<file path="config.mk">
export PLATFORM = sky130hd
export DESIGN_NAME = touch_key_debounce_hold_flat
export DESIGN_NICKNAME = d
export VERILOG_FILES = /design/src/rtl/tkdh_pkg.sv /design/src/rtl/tkdh_if.sv /design/src/rtl/tkdh_cfg_regs.sv /design/src/rtl/tkdh_in_stage.sv /design/src/rtl/tkdh_core.sv /design/src/rtl/touch_key_debounce_hold.sv /design/src/flat_wrapper.sv
export SDC_FILE = /design/constraint.sdc
export NUM_CORES = 1
export LEC_CHECK = 0
export ABC_AREA = 1
export BUFFER_PORTS_ARGS = -buffer_cell sky130_fd_sc_hd__buf_4
export CORE_MARGIN = 10
export CORE_UTILIZATION = 58
export DETAILED_ROUTE_END_ITERATION = 6
export PLACE_DENSITY = 0.79
export REMOVE_ABC_BUFFERS = 1
export SLEW_MARGIN = 20
export SYNTH_ARGS = -nofsm -noshare
export SYNTH_HDL_FRONTEND = slang
export SYNTH_SLANG_ARGS = --single-unit
</file>
<file path="constraint.sdc">
create_clock -name clk -period 8.7 [get_ports clk]
set_input_delay 0.435 -clock clk [delete_from_list [all_inputs] [get_ports clk]]
set_output_delay 0.435 -clock clk [all_outputs]
set_load 0.01 [all_outputs]
</file>
<file path="src/rtl/tkdh_pkg.sv">
package tkdh_pkg;

    // calibration
    localparam int CAL_SAMPLES = 10;
    localparam int SUM_W       = 20;
    localparam int CNT_W       = (CAL_SAMPLES > 1) ? $clog2(CAL_SAMPLES) : 1;
    // sum / CAL_SAMPLES as multiply by rounded-up reciprocal, exact for SUM_W-bit sums
    localparam int CAL_DIV_SH  = SUM_W + $clog2(CAL_SAMPLES);
    localparam longint unsigned CAL_RECIP =
        ((64'd1 << CAL_DIV_SH) + 64'(CAL_SAMPLES) - 64'd1) / 64'(CAL_SAMPLES);
    localparam int RECIP_W     = CAL_DIV_SH + 1;
    localparam int PROD_W      = SUM_W + RECIP_W;

    localparam int VAL_W  = 16;
    localparam int TIME_W = 32;

    // register reset values
    localparam logic [VAL_W-1:0] DEF_DEBOUNCE = 16'd150;
    localparam logic [VAL_W-1:0] DEF_HOLD     = 16'd2000;
    localparam logic [VAL_W-1:0] DEF_OFFSET   = 16'd20;
    localparam logic [VAL_W-1:0] DEF_MIN_LVL  = 16'd40;
    localparam logic [VAL_W-1:0] DEF_FAILSAFE = 16'd15;

    typedef enum logic [2:0] {
        REG_DEBOUNCE = 3'd0,
        REG_HOLD     = 3'd1,
        REG_OFFSET   = 3'd2,
        REG_MIN_LVL  = 3'd3,
        REG_FAILSAFE = 3'd4
    } cfg_idx_t;

    typedef enum logic [1:0] {
        KEY_OFF     = 2'd0,
        KEY_JITTER  = 2'd1,
        KEY_TOUCHED = 2'd2,
        KEY_HOLD    = 2'd3
    } key_state_t;

    typedef enum logic [1:0] {
        EV_TOUCHED  = 2'd0,
        EV_HOLD     = 2'd1,
        EV_RELEASED = 2'd2,
        EV_CALDONE  = 2'd3
    } event_kind_t;

    typedef enum logic {
        FUNC_DETECT    = 1'b0,
        FUNC_CALIBRATE = 1'b1
    } func_t;

    typedef struct packed {
        logic [VAL_W-1:0] debounce_ms;
        logic [VAL_W-1:0] hold_ms;
        logic [VAL_W-1:0] cal_offset;
        logic [VAL_W-1:0] cal_min_level;
        logic [VAL_W-1:0] failsafe_threshold;
    } cfg_t;

    typedef struct packed {
        logic              func;
        logic [VAL_W-1:0]  sample_value;
        logic [TIME_W-1:0] now_ms;
    } in_item_t;

    // input stage handoff to the core
    typedef struct packed {
        logic     valid;
        in_item_t item;
    } stage_t;

endpackage

</file>
<file path="src/rtl/tkdh_if.sv">
interface tkdh_in_if;
    import tkdh_pkg::*;

    logic              valid;
    logic              ready;
    logic              func;
    logic [VAL_W-1:0]  sample_value;
    logic [TIME_W-1:0] now_ms;

    modport source (output valid, func, sample_value, now_ms, input ready);
    modport sink   (input valid, func, sample_value, now_ms, output ready);
endinterface

interface tkdh_out_if;
    import tkdh_pkg::*;

    logic             valid;
    logic             ready;
    logic [1:0]       event_kind;
    logic [VAL_W-1:0] touch_threshold;

    modport source (output valid, event_kind, touch_threshold, input ready);
    modport sink   (input valid, event_kind, touch_threshold, output ready);
endinterface

</file>
<file path="src/rtl/tkdh_cfg_regs.sv">
module tkdh_cfg_regs
    import tkdh_pkg::*;
(
    input  logic             clk,
    input  logic             rst_n,
    input  logic             cfg_we,
    input  cfg_idx_t         cfg_index,
    input  logic [VAL_W-1:0] cfg_data,
    output cfg_t             cfg
);

    cfg_t cfg_reg;
    cfg_t cfg_next;

    always_comb
    begin
        cfg_next = cfg_reg;
        if (cfg_we)
        begin
            unique case (cfg_index)
                REG_DEBOUNCE: cfg_next.debounce_ms        = cfg_data;
                REG_HOLD:     cfg_next.hold_ms            = cfg_data;
                REG_OFFSET:   cfg_next.cal_offset         = cfg_data;
                REG_MIN_LVL:  cfg_next.cal_min_level      = cfg_data;
                REG_FAILSAFE: cfg_next.failsafe_threshold = cfg_data;
                default:      cfg_next = cfg_reg;  // unused index
            endcase
        end
    end

    always_ff @(posedge clk or negedge rst_n)
    begin
        if (!rst_n)
        begin
            cfg_reg.debounce_ms        <= DEF_DEBOUNCE;
            cfg_reg.hold_ms            <= DEF_HOLD;
            cfg_reg.cal_offset         <= DEF_OFFSET;
            cfg_reg.cal_min_level      <= DEF_MIN_LVL;
            cfg_reg.failsafe_threshold <= DEF_FAILSAFE;
        end
        else
        begin
            cfg_reg <= cfg_next;
        end
    end

    assign cfg = cfg_reg;

endmodule

</file>
<file path="src/rtl/tkdh_in_stage.sv">
module tkdh_in_stage
    import tkdh_pkg::*;
(
    input  logic      clk,
    input  logic      rst_n,
    tkdh_in_if.sink   samples,
    input  logic      advance,
    output stage_t    stage
);

    logic     valid_reg;
    logic     valid_next;
    in_item_t item_reg;
    logic     take;

    // stage frees up whenever the core can move its item along
    assign samples.ready = !valid_reg || advance;
    assign take          = samples.valid && samples.ready;

    always_comb
    begin
        valid_next = valid_reg;
        if (take)
            valid_next = 1'b1;
        else if (advance)
            valid_next = 1'b0;
    end

    always_ff @(posedge clk or negedge rst_n)
    begin
        if (!rst_n)
            valid_reg <= 1'b0;
        else
            valid_reg <= valid_next;
    end

    always_ff @(posedge clk)
    begin
        if (take)
        begin
            item_reg.func         <= samples.func;
            item_reg.sample_value <= samples.sample_value;
            item_reg.now_ms       <= samples.now_ms;
        end
    end

    assign stage.valid = valid_reg;
    assign stage.item  = item_reg;

endmodule

</file>
<file path="src/rtl/tkdh_core.sv">
module tkdh_core
    import tkdh_pkg::*;
(
    input  logic      clk,
    input  logic      rst_n,
    input  cfg_t      cfg,
    input  stage_t    stage,
    output logic      advance,
    tkdh_out_if.source events
);

    key_state_t        key_reg,       key_next;
    logic [TIME_W-1:0] start_reg,     start_next;
    logic [VAL_W-1:0]  thr_reg,       thr_next;
    logic [SUM_W-1:0]  sum_reg,       sum_next;
    logic [CNT_W-1:0]  cnt_reg,       cnt_next;
    logic              out_valid_reg, out_valid_next;
    event_kind_t       ev_reg,        ev_next;
    logic [VAL_W-1:0]  out_thr_reg;

    logic              fire;
    logic              emit;
    logic [SUM_W-1:0]  sum_acc;
    logic [PROD_W-1:0] prod;
    logic [SUM_W-1:0]  avg;
    logic [VAL_W-1:0]  thr_cal;
    logic [TIME_W-1:0] elapsed;
    logic              touch;

    assign advance = !out_valid_reg || events.ready;
    assign fire    = stage.valid && advance;

    // calibration datapath
    assign sum_acc = sum_reg + SUM_W'(stage.item.sample_value);
    assign prod    = PROD_W'(sum_acc) * PROD_W'(CAL_RECIP);
    assign avg     = prod[CAL_DIV_SH +: SUM_W];

    always_comb
    begin
        if (avg > SUM_W'(cfg.cal_min_level))
        begin
            if (avg > SUM_W'(cfg.cal_offset))
                thr_cal = VAL_W'(avg - SUM_W'(cfg.cal_offset));
            else
                thr_cal = '0;
        end
        else
        begin
            thr_cal = cfg.failsafe_threshold;
        end
    end

    // detect datapath
    assign elapsed = stage.item.now_ms - start_reg;
    assign touch   = stage.item.sample_value < thr_reg;

    always_comb
    begin
        key_next   = key_reg;
        start_next = start_reg;
        thr_next   = thr_reg;
        sum_next   = sum_reg;
        cnt_next   = cnt_reg;
        emit       = 1'b0;
        ev_next    = ev_reg;

        if (fire)
        begin
            if (stage.item.func == FUNC_CALIBRATE)
            begin
                if (cnt_reg == CNT_W'(CAL_SAMPLES - 1))
                begin
                    thr_next = thr_cal;
                    sum_next = '0;
                    cnt_next = '0;
                    emit     = 1'b1;
                    ev_next  = EV_CALDONE;
                end
                else
                begin
                    sum_next = sum_acc;
                    cnt_next = cnt_reg + 1'b1;
                end
            end
            else if (touch)
            begin
                unique case (key_reg)
                    KEY_OFF:
                    begin
                        key_next   = KEY_JITTER;
                        start_next = stage.item.now_ms;
                    end
                    KEY_JITTER:
                    begin
                        if (elapsed > TIME_W'(cfg.debounce_ms))
                        begin
                            key_next = KEY_TOUCHED;
                            emit     = 1'b1;
                            ev_next  = EV_TOUCHED;
                        end
                    end
                    KEY_TOUCHED:
                    begin
                        if (elapsed > TIME_W'(cfg.hold_ms))
                        begin
                            key_next = KEY_HOLD;
                            emit     = 1'b1;
                            ev_next  = EV_HOLD;
                        end
                    end
                    default: key_next = key_reg;  // hold stays put
                endcase
            end
            else
            begin
                key_next = KEY_OFF;
                if (key_reg == KEY_TOUCHED || key_reg == KEY_HOLD)
                begin
                    emit    = 1'b1;
                    ev_next = EV_RELEASED;
                end
            end
        end

        out_valid_next = out_valid_reg;
        if (fire && emit)
            out_valid_next = 1'b1;
        else if (events.ready)
            out_valid_next = 1'b0;
    end

    always_ff @(posedge clk or negedge rst_n)
    begin
        if (!rst_n)
        begin
            key_reg       <= KEY_OFF;
            start_reg     <= '0;
            thr_reg       <= DEF_FAILSAFE;
            sum_reg       <= '0;
            cnt_reg       <= '0;
            out_valid_reg <= 1'b0;
        end
        else
        begin
            key_reg       <= key_next;
            start_reg     <= start_next;
            thr_reg       <= thr_next;
            sum_reg       <= sum_next;
            cnt_reg       <= cnt_next;
            out_valid_reg <= out_valid_next;
        end
    end

    // result payload, loaded only when a result is produced
    always_ff @(posedge clk)
    begin
        if (fire && emit)
        begin
            ev_reg      <= ev_next;
            out_thr_reg <= thr_next;
        end
    end

    assign events.valid           = out_valid_reg;
    assign events.event_kind      = ev_reg;
    assign events.touch_threshold = out_thr_reg;

endmodule

</file>
<file path="src/rtl/touch_key_debounce_hold.sv">
// Touch key debounce and long-press detector with threshold calibration.
// Each sample transfer carries func, sample_value and now_ms. A detect sample
// (func 0) counts as a touch when sample_value is below the current threshold;
// the key walks off -> jitter -> touched -> hold, reporting touched once the
// touch has lasted more than debounce_ms, hold once more than hold_ms from
// onset, and released when a touched or held key lets go. A calibrate sample
// (func 1) adds to a running sum; every CAL_SAMPLES-th one sets the threshold
// to the truncated average less cal_offset, floored at zero, or to
// failsafe_threshold when the average is not above cal_min_level, and reports
// calibration done. Every result carries the threshold in effect after its
// sample. Throughput is one sample per clock: the sample is held in the input
// register, then the key state, calibration sum and threshold update as the
// result lands in the output register. Samples that give no result produce no
// event transfer. The only thing that slows the input is a result held in the
// output register while the event sink is not ready. Configuration writes
// take effect on the next clock and must only be done while no sample is in
// flight. No clearing pass after reset.
module touch_key_debounce_hold
    import tkdh_pkg::*;
(
    input  logic              clk,
    input  logic              rst_n,
    tkdh_in_if.sink           samples,
    tkdh_out_if.source        events,
    input  logic              cfg_we,
    input  logic [2:0]        cfg_index,
    input  logic [VAL_W-1:0]  cfg_data
);

    cfg_t   cfg;
    stage_t stage;
    logic   advance;

    // configuration register file
    tkdh_cfg_regs u_cfg (
        .clk       (clk),
        .rst_n     (rst_n),
        .cfg_we    (cfg_we),
        .cfg_index (cfg_idx_t'(cfg_index)),
        .cfg_data  (cfg_data),
        .cfg       (cfg)
    );

    // input register; ready follows the core's ability to move along
    tkdh_in_stage u_in (
        .clk     (clk),
        .rst_n   (rst_n),
        .samples (samples),
        .advance (advance),
        .stage   (stage)
    );

    // key state machine, calibration and result register
    tkdh_core u_core (
        .clk     (clk),
        .rst_n   (rst_n),
        .cfg     (cfg),
        .stage   (stage),
        .advance (advance),
        .events  (events)
    );

endmodule

</file>
<file path="src/flat_wrapper.sv">
// flat-port wrapper written by rule: the top's interface ports become plain ports
module touch_key_debounce_hold_flat import tkdh_pkg::*;
  (clk, rst_n, cfg_we, cfg_index, cfg_data, samples_valid, samples_func, samples_sample_value, samples_now_ms, samples_ready, events_valid, events_event_kind, events_touch_threshold, events_ready);
  tkdh_in_if samples_i ();
  tkdh_out_if events_i ();
  input  logic clk;
  input  logic rst_n;
  input  logic cfg_we;
  input  logic [2:0] cfg_index;
  input  logic [VAL_W-1:0] cfg_data;
  input wire logic [$bits(samples_i.valid)-1:0] samples_valid;
  input wire logic [$bits(samples_i.func)-1:0] samples_func;
  input wire logic [$bits(samples_i.sample_value)-1:0] samples_sample_value;
  input wire logic [$bits(samples_i.now_ms)-1:0] samples_now_ms;
  output wire logic [$bits(samples_i.ready)-1:0] samples_ready;
  output wire logic [$bits(events_i.valid)-1:0] events_valid;
  output wire logic [$bits(events_i.event_kind)-1:0] events_event_kind;
  output wire logic [$bits(events_i.touch_threshold)-1:0] events_touch_threshold;
  input wire logic [$bits(events_i.ready)-1:0] events_ready;
  assign samples_i.valid = samples_valid;
  assign samples_i.func = samples_func;
  assign samples_i.sample_value = samples_sample_value;
  assign samples_i.now_ms = samples_now_ms;
  assign samples_ready = samples_i.ready;
  assign events_valid = events_i.valid;
  assign events_event_kind = events_i.event_kind;
  assign events_touch_threshold = events_i.touch_threshold;
  assign events_i.ready = events_ready;
  touch_key_debounce_hold u_core (.clk(clk), .rst_n(rst_n), .samples(samples_i), .events(events_i), .cfg_we(cfg_we), .cfg_index(cfg_index), .cfg_data(cfg_data));
endmodule
</file>
# Word level (Yosys, flattened, before mapping)
# Cells that the tools add are included.
totals:
  ff_bits: 223
  in_bits: 73
  out_inout_bits: 20
  word_cells: 95
classes:
  addsub: 4
  multipliers: 1
  n_lt_le_gt_ge: 5
  n_eq_ne: 15
  n_mux: 30
  bitwise_logic: 1
  reduce_logical: 22
ops:
  columns: ["operator", "count"]
  rows:
  - ["$mux 16", 5]
  - ["$gt 32x16->1", 2]
  - ["$mul 20x20->40 const B", 1]
  - ["$gt 17x16->1", 2]
  - ["$sub 32x32->32", 1]
  - ["$add 20x16->20", 1]
  - ["$mux 20", 1]
  - ["$mux 2", 9]
  - ["$lt 16x16->1", 1]
  - ["$sub 16x16->16", 1]
  - ["$reduce_and 2->1", 6]
  - ["$mux 1", 11]
  - ["$ne 4x1->1 const B", 2]
  - ["$ne 4x3->1 const B", 2]
  - ["$reduce_and 7->1", 1]
  - ["$eq 3x2->1 const B", 2]
  - ["$ne 3x3->1 const B", 2]
  - ["$pmux 2 s3", 1]
  - ["$reduce_and 5->1", 1]
  - ["$add 4x1->4 const B", 1]
  - ["$eq 2x2->1 const B", 2]
  - ["$eq 4x4->1 const B", 1]
  - ["$mux 4", 1]
  - ["$pmux 2 s2", 1]
  - ["14 further kinds", 20]

# Logic depth before layout (Yosys ltp)
# Gate-level depths: netlist of the first run.
depth:
  word_depth: 9
  ltp_mapped: 50
  depth_no_buf: 50

# Cells and area by module
# Synthesis of the first run repeated with hierarchy kept, for this count alone.
unflattened:
  hier_cells: 2728
  area_unflattened_um2: 22102.4
by_module_without_submodules:
  columns: ["module", "instances", "cells_each", "area_per_inst_um2", "seq_area_each_um2"]
  rows:
  - ["tkdh_core", 1, 2316, 17311.6, 2422.3]
  - ["tkdh_cfg_regs", 1, 356, 3266.9, 2024.4]
  - ["tkdh_in_stage", 1, 56, 1524.0, 1496.4]

# Worst setup path after synthesis of the first run
# Ideal clock, no wire load.
synth_timing:
  path_kind: "register to register"
  from: "reg u_core.u_in.item_reg (netlist bit u_core.u_in.stage[34])"
  to: "reg u_core.u_core.out_thr_reg[10], in the netlist u_core.u_core.events.touch_threshold[10], data pin"
  setup_time_ps: 256
  arrival_time_ps: 8488
  required_time_ps: 8444
  path_slack_ps: -44
  stages_incl_launch_ff: 44
  path_cell_list: "edfxtp_1 -> ha_1 -> a21oi_1 -> o211ai_2 -> nand3_2 -> nand2_2 -> nand3_2 -> nand2_4 -> a21oi_1 -> o21ai_0 -> xnor2_1 -> inv_1 -> ha_1 -> fa_1 -> ha_1 -> inv_1 -> fa_1 -> inv_1 -> [8 not listed] -> inv_1 -> nor4_1 -> nand2_1 -> nand3_1 -> a31oi_1 -> nor2_1 -> nor2_1 -> xor2_1 -> inv_1 -> ha_1 -> inv_1 -> nor2_1 -> nand2_1 -> o41ai_1 -> clkbuf_1 -> a21oi_1 -> nor2_1 -> nor2_1"
synth_via:
  elab_chain_cells: 8
synth_rtl:
  columns: ["item", "line_no", "rtl"]
  rows:
  - ["from (decl)", "tkdh_in_stage.sv:13", "in_item_t item_reg;"]
  - ["$add 20x16->20 (*)", "tkdh_core.sv:34", "assign sum_acc = sum_reg + SUM_W'(stage.item.sample_value);"]
  - ["$mul 20x20->40 (*)", "tkdh_core.sv:35", "assign prod = PROD_W'(sum_acc) * PROD_W'(CAL_RECIP);"]
  - ["$sub 16x16->16 or $gt 17x16->1 (tied branches)", "tkdh_core.sv:43, tkdh_core.sv:42", null]
  - ["$mux 16", "tkdh_core.sv:42", "if (avg > SUM_W'(cfg.cal_offset))"]
  - ["$mux 16 (*)", "tkdh_core.sv:40", "if (avg > SUM_W'(cfg.cal_min_level))"]
  - ["$mux 16 (*)", "tkdh_core.sv:71", "if (cnt_reg == CNT_W'(CAL_SAMPLES - 1))"]
  - ["$mux 16 (*)", "tkdh_core.sv:69", "if (stage.item.func == FUNC_CALIBRATE)"]
  - ["$mux 16 (*)", "tkdh_core.sv:67", "if (fire)"]
  - ["named net u_core.u_core.thr_next[10]", "tkdh_core.sv:14", "logic [VAL_W-1:0] thr_reg, thr_next;"]
  - ["to (signal assigned)", "tkdh_core.sv:160", "out_thr_reg <= thr_next;"]
  - ["to (decl)", "tkdh_core.sv:19", "logic [VAL_W-1:0] out_thr_reg;"]
# Mark *: on every way through the listed nets, which the timed path passes. The rest lies on a longest branch.
# A chain may end at the register's enable or synchronous reset.

# Final worst setup path of the first run
layout_timing:
  from: "reg u_core.u_in.item_reg (netlist bit u_core.u_in.stage[32])"
  to: "reg u_core.u_core.out_thr_reg[4], in the netlist u_core.u_core.events.touch_threshold[4], data pin"
# The elaborated chain is that of the path after synthesis.

==> results.ini, run 1 <==
[status]
outcome = finished with violations
violations = DRC, setup timing

[cts]
numCtsBuffers = 25
htreeDepth = 1
cts_tree = yes
cts.clk_slew.worst_paths_ps = 60
cts_sinks = 223
clk_path_buf_depth = 3
clock-root-buffer = clkbuf_16
worst_skew_pair.late_latency_ps = 540

[worst_setup_path]
worstSetupPathType = register to register
cp_max_fo = 6
endpoint_kind = register
crit_required_ps = 9070
crit_top_cell = nand2_1
startpoint_type = register
worstPathArrival_ps = 9750
cp_slowest_cell = fa_1
max_stage_delay_ps = 530

[layout]
final_layout_size_suffix_gt1_share_pct = 24.7
syn_to_final_growth_pct = 28.2
final_util_pct = 75.9
final_nets = 3598
largest_reg_flops = 80
antenna_cells = 0
n_fill_cell = 2475

[floorplanning]
rows = 70
ios = 93
die_area_mm2 = 0.0457
die-height_um = 214
die_x_um = 214
core-area_mm2 = 0.0368
start_util_pct = 59.2

[global_route]
grt_pass1_vias = 20439
grtUsageTotal_pct = 29.0
antenna_found_initial = 0
grt_max_degree = 83
grt_overflow_total = 0
grt_pass1_wl_um = 105000

[placed_design]
dp_hpwl_um = 52500
io_buffers = 92
place.gp.congestion = 1.05

[detailed_routing]
postRouteAntennaNets = 0
post_drt_via_cell_ratio = 5.68
drc = 2
wl_um = 70800
wire_per_inst_um = 20.0
drt_iter0_markers = 1796
drtPass1Iterations = 7
num_vias = 20173

[logic_synthesis]
yosysMostFrequentCell = inv_1
syn_inst = 2659
synth_edf_count = 67
syn_area_mm2 = 0.0218
yosysWarningCount = 0
yosysSeqAreaShare_pct = 27.3
synth.area.top_cells = ha_1, dfrtp_1, fa_1
synth_flop_cell = dfrtp_1
yosysTopAreaCell = ha_1
async_reset_ff_share_pct = 70.0
ys_types = 64
ys_seq_elements = 223
synth_common_cells = inv_1, nand2_1, ha_1
synth_area_per_cell_um2 = 8.19
yosysTopAreaCellShare_pct = 18.9

[timing]
max_freq_mhz = 107
drv_slew = 0
grt_setup_unrepaired = true
setup_slack_ps = -674
hold_viol = 0
tightest_slew_ps = 970
fin_crit_ps = 9370
post-route-period-util_pct = 108
fin_skew_ps = 13.0
slew_headroom_pct = 35.3
finalSetupViolCount = 32

[job]
max_cap_viol_count = 0

[hold_path]
hp-class = input pin to register

==> final cells by class <==
| type | instances | area (µm²) | area share [%] |
|---|---|---|---|
| clock buffers | 35 | 736 | 2.63 |
| clock inverters | 11 | 121 | 0.435 |
| inverters | 556 | 2090 | 7.49 |
| multi-input cells | 1846 | 15200 | 54.5 |
| flip-flops and latches | 223 | 5940 | 21.3 |
| well taps | 468 | 586 | 2.10 |
| repair buffers | 410 | 3220 | 11.5 |
==> cell families after synthesis <==
logic type                 after synthesis  synth area share (%)
adders and majority gates              463                  31.2
and+or+nand+nor                        903                  17.2
DFF                                    223                  27.3
AOI/OAI and AO/OA                      391                  10.0
buffers and inverters                  590                  10.2
xor gates and xnor gates                88                  3.94
muxes                                    1                0.0517
==> metrics by stage <==
step           TNS, ps  worst slack (ps)  cell area [µm²]  cells  hold slack, ps
2_1_floorplan   -53910             -1740            21600   2625             139
3_3_place_gp    -12400              -469            24900   3446             460
3_5_place_dp    -15500              -581            24900   3446             474
4_1_cts          -2240              -145            26900   3522            50.6
5_1_grt         -26130              -912            27900   3549            47.9
6_report        -18490              -674            27900   3549            68.2
==> what timing repair did <==
action / in CTS / in global routing
endpoints found under the setup margin: 32 / 32
pin swaps: 101 / 89
resized for setup: 150 / 169
hold buffers: 1 / 0
gates cloned: 2 / 1
setup buffers: 27 / 28
endpoints found under the hold margin: 17 / 0
==> final timing paths <==
| check | startpoint | endpoint | slack [ps] | cells after the start |
|---|---|---|---|---|
| min in group asynchronous | rst_n | u_core.u_core.start_reg[17] | 540 | 2 |
| setup / recovery | u_core.u_in.stage[32] | u_core.u_core.events.touch_threshold[4] | -670 | 48 |
| setup reg to reg | u_core.u_in.stage[32] | u_core.u_core.events.touch_threshold[4] | -670 | 48 |
| hold reg to reg | u_core.u_cfg.cfg[69] | u_core.u_cfg.cfg[69] | 490 | 2 |
| hold / removal | samples_now_ms[30] | u_core.u_in.stage[30] | 70 | 1 |
| max in group asynchronous | rst_n | u_core.u_cfg.cfg[46] | 6630 | 3 |
==> per-layer routing <==
metal  up-vias  share of wire [%]  track usage (%)
li1       9287                  -                -
met1      9710                 37             33.4
met2       870                 49             50.2
met3       306                5.5             3.52
met4         0                8.1             19.1
met5         -                  0                0
==> placed cells by master (no fill, tap or decap), types with 7 or more instances in the layout <==
| master | instances |
|---|---|
| nor3_1 | 9 |
| buf_6 | 15 |
| fa_2 | 7 |
| inv_1 | 527 |
| xnor2_1 | 12 |
| a21oi_2 | 38 |
| nand2_4 | 16 |
| o21bai_1 | 7 |
| fa_1 | 127 |
| o21ai_0 | 130 |
| edfxtp_1 | 67 |
| nand4_1 | 17 |
| ha_1 | 277 |
| dfstp_2 | 22 |
| nand3_2 | 23 |
| xor2_1 | 54 |
| nor2_2 | 20 |
| nand2_2 | 27 |
| o21ai_1 | 10 |
| clkbuf_16 | 28 |
| nor2_1 | 191 |
| xor2_2 | 8 |
| inv_2 | 27 |
| buf_4 | 387 |
| a21o_1 | 10 |
| nand2_1 | 482 |
| ha_4 | 51 |
| nand3_1 | 80 |
| dfrtp_1 | 134 |
| a21oi_1 | 135 |
==> critical path, delay by kind of cell, from the launching register on <==
kind	cells	cell delay [ps]
AO/OA/AOI/OAI	10	1410
XOR/XNOR	2	360
adder cells (fa/ha/maj)	11	4170
buffers and inverters	12	1400
flip-flops	1	430
AND/OR/NAND/NOR	13	1430
Power of run 1 is left out: the tool's default activity adds up to more than one toggle a clock period on the data nets, which glitch-free logic cannot reach.
==> run 2: changes to the inputs <==
Settings changed: CORE_UTILIZATION 58 to 35, PLACE_DENSITY 0.79 to default.
==> results.ini, run 2 (synthesis gave the netlist of run 1 again) <==
[floorplanning]
die-height_um = 269  ; +26%
core-area_mm2 = 0.0617  ; +68%
ios = 93  ; unchanged
die_x_um = 269  ; +26%
start_util_pct = 35.3  ; -24 points
rows = 91  ; +30%
die_area_mm2 = 0.0726  ; +59%

[cts]
cts_tree = yes
worst_skew_pair.late_latency_ps = 590  ; +50 ps
numCtsBuffers = 27  ; +8.0%
clk_path_buf_depth = 3  ; unchanged
htreeDepth = 1  ; unchanged
clock-root-buffer = clkbuf_16
cts.clk_slew.worst_paths_ps = 60  ; about the same
cts_sinks = 223  ; unchanged

[layout]
layout_commonest_cell = inv_1
fin_area_mm2 = 0.0283  ; +1.3%
n_fill_cell = 6042  ; +140%
syn_to_final_growth_pct = 29.9
regArea_mm2 = 0.00594  ; unchanged
antenna_cells = 0  ; unchanged
multiInputGateArea_mm2 = 0.0150  ; -1.8%
final_nets = 3610  ; +0.33%
layout_common_cells = inv_1, nand2_1, buf_4
largest_reg_flops = 80  ; unchanged
final_layout_size_suffix_gt1_share_pct = 23.7  ; -1.0 points

[detailed_routing]
drc = 0  ; -2
wl_um = 65100  ; -8.1%
num_vias = 18519  ; -8.2%
wire_per_inst_um = 16.6  ; -17%
post_drt_via_cell_ratio = 4.71  ; -17%
drtPass1Iterations = 5  ; -2
drt_iter0_markers = 1120  ; -38%
postRouteAntennaNets = 0  ; unchanged

[worst_setup_path]
r2r_start = u_core.u_in.stage[32]
r2r_cells = 46  ; -4.2%
worstPathArrival_ps = 9260  ; -490 ps
cp_slowest_cell = fa_1
cp_max_fo = 8  ; +2
worstSetupPathType = register to register
crit_required_ps = 9030  ; -40 ps
startpoint_type = register
endpoint_kind = register
crit_start = u_core.u_in.stage[32]
regToRegSetupSlack_ps = -230  ; +440 ps
critPathCapture = u_core.u_core.events.touch_threshold[9]
r2r-end = u_core.u_core.events.touch_threshold[9]
max_stage_delay_ps = 600  ; +70 ps

[timing]
fin_crit_ps = 8930  ; -441 ps
slew_headroom_pct = 34.7  ; -0.64 points
drv_slew = 0  ; unchanged
grt_setup_unrepaired = true
fin_skew_ps = 19.1  ; +6.08 ps
hold_ws_ps = 29.4  ; -38.8 ps
max_freq_mhz = 112  ; +4.9%
post-route-period-util_pct = 103  ; -5.1 points
tightest_slew_ps = 978  ; +7.18 ps
finalSetupViolCount = 32  ; unchanged
hold_viol = 0  ; unchanged
setup_slack_ps = -233  ; +441 ps

[global_route]
grtUsageTotal_pct = 17.3  ; -12 points
grt_pass1_vias = 18868  ; -7.7%
grt_pass1_wl_um = 101000  ; -3.4%
antenna_found_initial = 0  ; unchanged
grt_overflow_total = 0  ; unchanged
grt_max_degree = 64  ; -23%

[placed_design]
place.gp.congestion = 0.927  ; -11%
placed_area_mm2 = 0.0254  ; +1.9%
io_buffers = 92  ; unchanged
dp_hpwl_um = 53100  ; +1.2%

[status]
outcome = finished with violations
violations = setup timing

[hold_path]
hp-class = input pin to register

[job]
max_cap_viol_count = 0  ; unchanged

==> run 2: cell count changes in the layout (fill, tap and decap cells not counted), moves of 6 or more <==
cell and change:
buf_4 +10, buf_6 -6, ha_1 +6, inv_2 -6, nand2_4 -6, nand3_1 +6, nand3_2 -6, nor2_1 +8
nor2_2 -6
==> run 2: how the worst min path moves through the flow <==
stage                                             end               startpoint  cells past startpoint  slack, ps
after floorplan                  u_core.u_cfg.cfg[10]                    rst_n                      0        140
after global placement    u_core.u_core.start_reg[20]                    rst_n                      1        370
after detailed placement  u_core.u_core.start_reg[20]                    rst_n                      1        370
after CTS                       u_core.u_in.stage[30]       samples_now_ms[30]                      1        0.4
after global routing            u_core.u_in.stage[39]  samples_sample_value[7]                      1          5
final                           u_core.u_in.stage[10]       samples_now_ms[10]                      1         30
==> run 2: layout make-up <==
type,count,area share [%]
clock inverters,20,0.822
inverters,556,7.41
clock buffers,30,2.53
repair buffers,420,11.7
flip-flops and latches,223,21.0
multi-input cells,1846,52.8
well taps,837,3.70
==> run 2: metrics by stage <==
step	instances	utilization, %	worst slack [ps]	setup TNS [ps]
after global routing	3932	45.9	-579	-16160
after floorplan	2625	-	-1740	-53910
after global placement	3821	41.2	-536	-14400
after detailed placement	3821	41.2	-582	-16030
final	3932	45.9	-233	-5150
after CTS	3910	44.6	-135	-1720
==> run 2: repair_timing <==
item	4_1_cts	5_1_grt
gates cloned	3	1
endpoints found under the setup margin	32	32
hold buffers	6	0
endpoints found under the hold margin	42	0
gates resized for setup	135	126
pin swaps	111	107
buffers inserted	30	22
==> run 2: routing by layer <==
layer,share of wire (%),global-route usage (%)
met2,49,30.6
met3,4.6,2.52
met4,3.5,5.32
met1,43,21.5
met5,0,0
==> run 2: critical path, delay by kind of cell (launching register included) <==
family	cells	cell delay, ps
xor gates and xnor gates	1	230
and+or+nand+nor	16	1560
buffers and inverters	9	1040
AOI/OAI and AO/OA	9	1190
adders and majority gates	11	4190
DFF	1	430
Power of run 2 is left out for the same reason.
==> run 3: changes to the inputs <==
Settings changed: ABC_AREA 1 to default, CTS_CLUSTER_DIAMETER from default to 100, SYNTH_HIERARCHICAL from default to 1.
==> results.ini, run 3 <==
[status]
outcome = finished with violations
violations = hold timing, setup timing

[placed_design]
place.gp.congestion = 0.938  ; +1.2%
io_buffers = 92  ; unchanged
dp_cells = 3071  ; -20%
dp_hpwl_um = 46500  ; -13%
placed_area_mm2 = 0.0237  ; -6.8%

[logic_synthesis]
synth.area.top_cells = ha_1, dfrtp_1, fa_1
yosysSeqAreaShare_pct = 29.2  ; +1.9 points
synth_common_cells = inv_1, ha_1, dfrtp_1, fa_1, nand2_1
yosysMostFrequentCell = inv_1
yosysTopAreaCell = ha_1
yosysTopAreaCellShare_pct = 20.2  ; +1.3 points
syn_inst = 2002  ; -25%
ys_types = 82  ; +28%
async_reset_ff_share_pct = 70.0  ; unchanged
ys_seq_elements = 223  ; unchanged
synth_edf_count = 67  ; unchanged
yosysWarningCount = 6  ; +6
synth_area_per_cell_um2 = 10.2  ; +24%
syn_area_mm2 = 0.0204  ; -6.5%
synth_flop_cell = dfrtp_1

[cts]
numCtsBuffers = 23  ; -15%
htreeDepth = 1  ; unchanged
cts_sinks = 223  ; unchanged
cts.clk_slew.worst_paths_ps = 60  ; about the same
cts_tree = yes
worst_skew_pair.late_latency_ps = 530  ; -60 ps
clk_path_buf_depth = 3  ; unchanged
clock-root-buffer = clkbuf_16

[global_route]
grt_overflow_total = 0  ; unchanged
grt_pass1_wl_um = 88800  ; -12%
antenna_found_initial = 2  ; +2
grt_pass1_vias = 16550  ; -12%
grt_max_degree = 89  ; +39%
grtUsageTotal_pct = 16.5  ; -0.87 points

[timing]
drv_slew = 0  ; unchanged
hold_ws_ps = -29.7  ; -59.0 ps
grt_setup_unrepaired = true
hold_viol = 18  ; +18
fin_crit_ps = 9930  ; +1000 ps
tns_ps = -35180  ; -30030 ps
max_freq_mhz = 101  ; -10%
setup_slack_ps = -1230  ; -1000 ps
post-route-period-util_pct = 114  ; +11 points
fin_skew_ps = 17.8  ; -1.33 ps
tightest_slew_ps = 1060  ; +79.1 ps
finalSetupViolCount = 32  ; unchanged
slew_headroom_pct = 29.4  ; -5.3 points

[detailed_routing]
routed.top_layer = met4
post_drt_via_cell_ratio = 4.92  ; +4.5%
wire_per_inst_um = 17.9  ; +8.2%
drt_iter0_markers = 617  ; -45%
wl_um = 56200  ; -14%
postRouteAntennaNets = 0  ; unchanged
wl_met3_um = 2320  ; -22%
drtPass1Iterations = 5  ; unchanged
drc = 0  ; unchanged
m1WireLength_um = 23600  ; -15%
num_vias = 15457  ; -17%
met2_length_um = 28700  ; -10%

[floorplanning]
rows = 88  ; -3.3%
start_util_pct = 35.3  ; +0.056 points
die_x_um = 261  ; -3.1%
die-height_um = 261  ; -3.1%
core-area_mm2 = 0.0576  ; -6.7%
ios = 93  ; unchanged
die_area_mm2 = 0.0682  ; -6.1%

[job]
max_cap_viol_count = 0  ; unchanged

[worst_setup_path]
path_buf_inv = 12  ; +3
worstSetupPathType = register to register
max_stage_delay_ps = 540  ; -60 ps
startpoint_type = register
crit_required_ps = 8950  ; -80 ps
endpoint_kind = register
cp_slowest_cell = fa_1
cp.depth = 47  ; +2.2%
r2r_start = u_core/u_in/stage[32]
worstPathArrival_ps = 10180  ; +920 ps
r2r-end = u_core/u_core/events.touch_threshold[5]
crit_top_cell = buf_4
r2r_cells = 47  ; +2.2%
regToRegSetupSlack_ps = -1230  ; -1000 ps
path_delay_family = adder cells
cp_max_fo = 8  ; unchanged

[layout]
layout_common_cells = buf_4, inv_1, ha_1
fin_cells = 3141  ; -20%
syn_to_final_growth_pct = 23.9
regArea_mm2 = 0.00594  ; unchanged
largest_reg_flops = 80  ; unchanged
antenna_cells = 0  ; unchanged
multiInputGateArea_mm2 = 0.0135  ; -9.9%
final_layout_size_suffix_gt1_share_pct = 26.6  ; +2.9 points
layout_commonest_cell = buf_4
n_fill_cell = 5527  ; -8.5%
fin_area_mm2 = 0.0252  ; -11%
final_nets = 2896  ; -20%

[hold_path]
hp-class = input pin to asynchronous set/reset pin

[run 3: cell types whose count changed in the layout (fill, tap and decap cells not counted), moves of 31 or more]
cell	before	now
xnor2_1	15	48
nand2_1	486	111
nand3_1	86	22
inv_1	532	346
buf_4	397	360
mux2_2	1	82
ha_4	46	15
nor2_1	199	84
a21oi_1	136	100
o21ai_0	128	86
[run 3: cell type report]
type	instances	share of cell area, %
clock buffers	34	2.69
well taps	765	3.79
multi-input cells	1390	53.4
inverters	355	5.28
repair buffers	367	11.1
clock inverters	7	0.174
flip-flops and latches	223	23.6
[run 3: through the flow]
| step | util (%) | worst slack, ps |
|---|---|---|
| finish | 43.8 | -1230 |
| CTS | 43.5 | -1250 |
| floorplan | - | -1310 |
| global placement | 41.1 | -1660 |
| detailed placement | 41.1 | -1900 |
| global route | 43.8 | -1690 |
[run 3: worst max-delay path by stage]
| stage | start | end | slack [ps] |
|---|---|---|---|
| after floorplan | u_core/u_in/stage[32] | u_core/u_core/events.touch_threshold[5] | -1310 |
| after global placement | u_core/u_in/stage[32] | u_core/u_core/events.touch_threshold[1] | -1660 |
| after detailed placement | u_core/u_in/stage[32] | u_core/u_core/events.touch_threshold[5] | -1900 |
| after CTS | u_core/u_in/stage[32] | u_core/u_core/events.touch_threshold[5] | -1250 |
| after global routing | u_core/u_in/stage[32] | u_core/u_core/events.touch_threshold[5] | -1690 |
| final | u_core/u_in/stage[32] | u_core/u_core/events.touch_threshold[5] | -1230 |
[run 3: logic make-up (layout without fill, tap and decap cells)]
family	after synthesis	in the layout	share of synthesized area [%]
simple gates	366	366	8.86
buf+inv	390	763	7.55
mux	86	86	4.73
fa+ha+maj	463	463	33.4
xor+xnor	96	96	4.33
compound gates	378	379	11.9
flops	223	223	29.2
[run 3: per-layer routing]
| layer | vias to the layer above | track usage (%) |
|---|---|---|
| met1 | 7605 | 19.8 |
| met3 | 80 | 2.43 |
| met2 | 236 | 29.9 |
| met5 | - | 0 |
| met4 | 0 | 4.85 |
| li1 | 7536 | - |
[run 3: repair_timing]
item,in CTS,in global routing
endpoints found under the setup margin,32,32
buffers inserted,27,1
gates cloned,2,0
resized for setup,85,33
hold buffers,0,0
pin swaps,86,38
[run 3: worst register-to-register path, delay by kind of cell, from the launching register on]
| kind | cells | cell delay (ps) |
|---|---|---|
| buffers and inverters | 12 | 1280 |
| AND/OR/NAND/NOR | 8 | 1220 |
| flip-flops | 1 | 400 |
| adder cells (fa/ha/maj) | 11 | 4030 |
| XOR/XNOR | 2 | 320 |
| AO/OA/AOI/OAI | 14 | 2440 |
Power of run 3 is left out for the same reason.
